## src/design/evi_pkg.sv

```systemverilog
// Shared widths, codes and types of the eased value interpolator.
package evi_pkg;

   // Defaults for the top-level parameters
   localparam int FRAC_BITS_DEF  = 16;
   localparam int SINE_DEPTH_DEF = 256;

   // Field widths
   localparam int VALUE_W     = 32;
   localparam int DELTA_W     = 24;
   localparam int SPEED_W     = 32;
   localparam int MODE_W      = 3;
   localparam int CSR_INDEX_W = 1;
   localparam int CSR_DATA_W  = 32;
   localparam int REQ_W       = ((2 * VALUE_W + DELTA_W + 7) / 8) * 8;

   // Sine samples are Q1.30
   localparam int SINE_W = 31;

   // Shared multiplier operand and product widths
   localparam int MUL_A_W = 34;
   localparam int MUL_B_W = 32;
   localparam int MUL_P_W = MUL_A_W + MUL_B_W;

   // Q1.30 constants
   localparam logic [MUL_B_W-1:0] FOUR_OVER_PI_Q30 = 32'd1367130551;
   localparam logic [MUL_B_W-1:0] INV_SIN2_Q30     = 32'd1180847948;
   localparam logic [63:0]        HALF_PI_Q30      = 64'd1686629713;

   // Request kinds
   localparam logic OP_START = 1'b0;
   localparam logic OP_TICK  = 1'b1;

   // Curve modes
   localparam logic [MODE_W-1:0] MODE_SIN2   = 3'd0;
   localparam logic [MODE_W-1:0] MODE_SQUARE = 3'd1;
   localparam logic [MODE_W-1:0] MODE_CUBIC  = 3'd2;
   localparam logic [MODE_W-1:0] MODE_QSINE  = 3'd3;
   localparam logic [MODE_W-1:0] MODE_LINEAR = 3'd4;

   // Register indexes
   localparam logic [CSR_INDEX_W-1:0] CSR_CURVE_MODE = 1'b0;
   localparam logic [CSR_INDEX_W-1:0] CSR_SPEED_RATE = 1'b1;

   // Post-multiply shift selection
   typedef enum logic [2:0] {
      SH_NONE,
      SH_FRAC,
      SH_Q30,
      SH_SCALE,
      SH_TRIM
   } evi_shift_type;

   // One operation for the shared multiplier
   typedef struct packed {
      logic                       issue;
      logic                       round;
      evi_shift_type              shift;
      logic signed [MUL_A_W-1:0]  a;
      logic signed [MUL_B_W-1:0]  b;
   } evi_mul_op_type;

endpackage

```

## src/design/evi_mul_unit.sv

```systemverilog
// Shared two-stage multiply, round and shift unit.
module evi_mul_unit #(
   parameter int FRAC_BITS = evi_pkg::FRAC_BITS_DEF
) (
   input  logic                                clock,
   input  logic                                reset,
   input  evi_pkg::evi_mul_op_type             mul_op,
   output logic                                mul_done,
   output logic signed [evi_pkg::MUL_P_W-1:0]  mul_res
);

   localparam int PW = evi_pkg::MUL_P_W;
   localparam int SH_F     = FRAC_BITS;
   localparam int SH_Q     = 30;
   localparam int SH_SCL   = 60 - FRAC_BITS;
   localparam int SH_TRM   = 30 - FRAC_BITS;
   localparam logic signed [PW-1:0] HALF_F   = PW'(1) << (SH_F - 1);
   localparam logic signed [PW-1:0] HALF_Q   = PW'(1) << (SH_Q - 1);
   localparam logic signed [PW-1:0] HALF_SCL = PW'(1) << (SH_SCL - 1);
   localparam logic signed [PW-1:0] HALF_TRM = PW'(1) << (SH_TRM - 1);

   logic signed [PW-1:0]   prod_ff, prod_in;
   evi_pkg::evi_shift_type shift_ff;
   logic                   round_ff;
   logic                   valid_ff;
   logic                   done_ff;
   logic signed [PW-1:0]   res_ff, res_in;

   // Form the product
   always_comb begin
      prod_in = mul_op.a * mul_op.b;
   end

   // Round and scale the registered product
   always_comb begin
      case (shift_ff)
         evi_pkg::SH_NONE:  res_in = prod_ff;
         evi_pkg::SH_FRAC:  res_in = (prod_ff + (round_ff ? HALF_F : '0)) >>> SH_F;
         evi_pkg::SH_Q30:   res_in = (prod_ff + (round_ff ? HALF_Q : '0)) >>> SH_Q;
         evi_pkg::SH_SCALE: res_in = (prod_ff + (round_ff ? HALF_SCL : '0)) >>> SH_SCL;
         evi_pkg::SH_TRIM:  res_in = (prod_ff + (round_ff ? HALF_TRM : '0)) >>> SH_TRM;
         default:           res_in = prod_ff;
      endcase
   end

   // Track the operation through both stages
   always_ff @(posedge clock) begin
      if (reset) begin
         valid_ff <= 1'b0;
         done_ff  <= 1'b0;
      end else begin
         valid_ff <= mul_op.issue;
         done_ff  <= valid_ff;
      end
   end

   // Hold the data path
   always_ff @(posedge clock) begin
      prod_ff  <= prod_in;
      shift_ff <= mul_op.shift;
      round_ff <= mul_op.round;
      res_ff   <= res_in;
   end

   assign mul_done = done_ff;
   assign mul_res  = res_ff;

endmodule

```

## config.mk

```make
export PLATFORM = sky130hd
export DESIGN_NAME = evi_mul_unit
export DESIGN_NICKNAME = d
export VERILOG_FILES = /design/src/design/evi_pkg.sv /design/src/design/evi_mul_unit.sv
export SDC_FILE = /design/constraint.sdc
export NUM_CORES = 2
export LEC_CHECK = 0
export BUFFER_PORTS_ARGS = -buffer_cell sky130_fd_sc_hd__buf_4
export CORE_UTILIZATION = 45
export DETAILED_ROUTE_END_ITERATION = 6
export GPL_ROUTABILITY_DRIVEN = 0
export GPL_TIMING_DRIVEN = 0
export MAX_ROUTING_LAYER = met4
export PLACE_DENSITY = 0.71
export SLEW_MARGIN = 20
export SYNTH_ARGS = -nofsm -noshare
export SYNTH_HDL_FRONTEND = slang
export SYNTH_SLANG_ARGS = --single-unit
```

## constraint.sdc

```tcl
create_clock -name clock -period 8 [get_ports clock]
set_clock_uncertainty 0.1 [all_clocks]
set_input_delay 0.4 -clock clock [delete_from_list [all_inputs] [get_ports clock]]
set_output_delay 0.4 -clock clock [all_outputs]
set_load 0.02 [all_outputs]
```

==> key figures <==
Outcome
  – Outcome: complete, no violations

Yosys
  – Compound-cell area share of the yosys netlist: just over 5%
  – XOR/XNOR Fraction of Synth Area: between 4 and 5%
  – Seq/Total Area, Yosys: 6.149%
  – Synth area leaders: fa_1 (51%), inv_1 (8.4%), and2_1 (7.8%), dfxtp_1 (6.1%), nand2_1 (5.4%)
  – Number of flops mapped to enable cells by yosys: 0
  – Avg Inst Size Synth: 9.221 µm²
  – Ys Warns: 0
  – Mux cell area share after synthesis: 0.02228%
  – Leading area contributor after synthesis: fa_1
  – Synth async-reset ratio: 0%
  – Main combinational cell family by area after synthesis: adder cells
  – Netlist cell types: 83
  – Post-synthesis register bit count: roughly 140
  – Simple-Gate Fraction of Synth Area: between 10% and 20%
  – Synth Cell Area: 44930 µm²
  – Syn Nets: around 6.3k
  – Post-Synth Adder-Cell Area: 56.23%
  – Post-Syn Instances: 4873
  – Most common flop cell mapped by yosys: dfxtp_1
  – Area share of the largest cell type after synthesis: about half

Final layout
  – Fin area: 48840 µm²
  – Fin cells: 6359
  – Synth-to-layout area growth: 8.699%
  – Layout cells sized above 1: around 9.0%
  – Final #Nets: 6443
  – Layout fillers: 9282

Clock network
  – CTS max path bufs: 2
  – CTS sink count: 138
  – CTS tree: yes
  – Total CTS buffers: 17
  – Clock root buffer: clkbuf_16
  – Clk_lat worst skew: 430 ps
  – Htree depth: 4
  – Clock transition at path regs: 60 ps

Critical path
  – Worst-path fanout max: 10
  – Kind of critical path: in -> reg
  – Data arrival, critical path: 8080 ps
  – CP required: between 8000 and 9000 ps
  – CP Capture Type: flop
  – Startpoint Class: input port

STA
  – Period Utilization, post-route: 98.08%
  – Worst setup margin: 153.4 ps
  – Pins Over Slew Limit: 0
  – TNS Setup: 0 ps
  – F_max: 127.4 MHz
  – Rel. slew slack: between 10% and 20%
  – Worst Tran Pin Value: 1214 ps
  – RSZ-0062 raised after global routing: false
  – Setup violations, final: 0
  – Final hold violations: 0
  – Min Tclk post-route: 7847 ps

Placed design
  – Post-detail-place hpwl: 131900 µm
  – Dpl ws: -1860 ps
  – DP Area: between 40000 and 50000 µm²
  – PortBufs: 132
  – Placed Cells incl. Taps: roughly 6.3k

Min path
  – Worst hold path type: in -> reg

Floorplanning
  – Rows: 115
  – Core Box Area: 98710 µm²
  – Die Ht: ~320 µm
  – Die ar.: 101100 µm²
  – Die span in x: 318.0 µm
  – Starting Density: 45.52%
  – Top-Level Pins: 140

Routing
  – Vias per cell: 5.771
  – Wire length per cell: ~26 µm
  – Detailed Route WL: 162400 µm
  – Initial DRC Count: 4788
  – Drt drc: 0
  – DRT antenna net count: 0
  – DRT Pass-1 Iters: 7
  – Via Count: 36.70k

Global route
  – Initial antenna violation count: 20
  – Vias in the first global route: 38.88k
  – Remaining global-route overflow: 0
  – Largest net degree at the start of global routing: 25
  – First-pass GRT wire length: approximately 240000 µm
  – Gr usage total: 33.99%

Run
  – Max Cap Viol: 0
state kept, by name, indices dropped and copies added, names as in the netlist:
signal    flops
round_ff      1
shift_ff      3
mul_res      66
valid_ff      1
mul_done      1
prod_ff      66
per-stage QoR:
stage / utilization (%) / hold WS (ps)
3_5_place_dp: 48.16 / 336.8
3_3_place_gp: 48.16 / 317.9
2_1_floorplan: - / 312.1
6_report: 49.48 / 35.17
5_1_grt: 49.48 / 28.55
4_1_cts: 49.15 / 25.38
final timing paths:
path	endpoint	cells past startpoint	slack, ps	from
hold / removal	mul_done$_SDFF_PP0_	2	40	reset
setup reg to reg	mul_res[20]$_DFF_P_	9	4300	prod_ff[52]$_DFF_P_
hold reg to reg	mul_done$_SDFF_PP0_	1	340	valid_ff$_SDFF_PP0_
setup / recovery	prod_ff[57]$_DFF_P_	23	150	mul_op[2]
worst max-delay path, cell delays in order:
cell,delay (ps)
clkbuf_2,260
buf_4,300
nand2_1,110
fa_1,540
fa_1,690
fa_1,530
fa_1,440
inv_1,160
fa_1,440
fa_1,660
fa_1,470
fa_2,620
ha_2,460
nand4_1,220
nor4_4,380
o311ai_1,190
nand4_1,190
a21oi_4,90
o31ai_4,280
buf_4,180
nand2_1,50
a21oi_1,190
xor2_1,220
routing by layer:
metal	GRT usage [%]	vias up	share of wire, %
met5	-	-	0
met4	25.86	0	9.9
met3	11.30	844	13
met2	49.02	2792	43
met1	39.16	18360	34
li1	-	14710	-
layout make-up:
cell class	instances	area [µm²]	share of cell area (%)
inverters	1002	3772	7.724
diodes	25	62.56	0.1281
multi-input cells	3437	37380	76.53
clock inverters	11	217.7	0.4458
flip-flops and latches	138	2763	5.656
plain buffers	289	1441	2.951
repair buffers	151	1144	2.341
clock buffers	19	452.9	0.9274
well taps	1287	1610	3.297
cell usage in the layout, fill, tap and decap left out, types with 47 or more instances in the layout:
| cell type | n |
|---|---|
| a21oi_1 | 78 |
| and2_1 | 557 |
| buf_4 | 158 |
| clkbuf_1 | 86 |
| clkbuf_2 | 123 |
| dfxtp_1 | 138 |
| fa_1 | 1129 |
| ha_1 | 189 |
| inv_1 | 994 |
| nand2_1 | 650 |
| nand3_1 | 47 |
| nor2_1 | 137 |
| xnor2_1 | 132 |
| xor2_1 | 90 |
synth_stat cells (4+ instances only):
master,instances
a211oi_2,4
a21o_1,32
a21oi_1,81
a221oi_1,9
a222oi_1,18
a22oi_1,12
a31oi_1,8
and2_1,557
and3_1,23
and4_1,4
buf_1,6
buf_2,29
clkbuf_1,258
dfxtp_1,138
fa_1,1142
ha_1,192
inv_1,1001
nand2_1,651
nand2b_1,15
nand3_1,47
nand4_1,26
nor2_1,137
nor2b_1,11
nor3_1,36
o211ai_1,4
o21a_1,7
o21ai_0,48
o21ai_1,17
o21bai_1,12
o221ai_1,19
o22ai_1,16
or2_2,6
or3_1,8
xnor2_1,133
xor2_1,90
repair_timing:
item | 4_1_cts | 5_1_grt
resized for setup | 119 | 248
pin swaps | 5 | 5
hold endpoints to repair | 4 | 0
endpoints found under the setup margin | 29 | 29
hold buffers | 4 | 0
buffers inserted | 12 | 3
logic make-up (layout without fill, tap and decap cells):
logic type,Yosys count,in the layout
xor gates and xnor gates,223,223
AOI/OAI and AO/OA,328,328
DFF,138,138
other,0,25
adders and majority gates,1334,1334
muxes,1,1
buffers and inverters,1298,1472
and+or+nand+nor,1551,1551
Power is not shown: default switching activity piles up to over one toggle a cycle in this logic, so the estimate is an artifact.
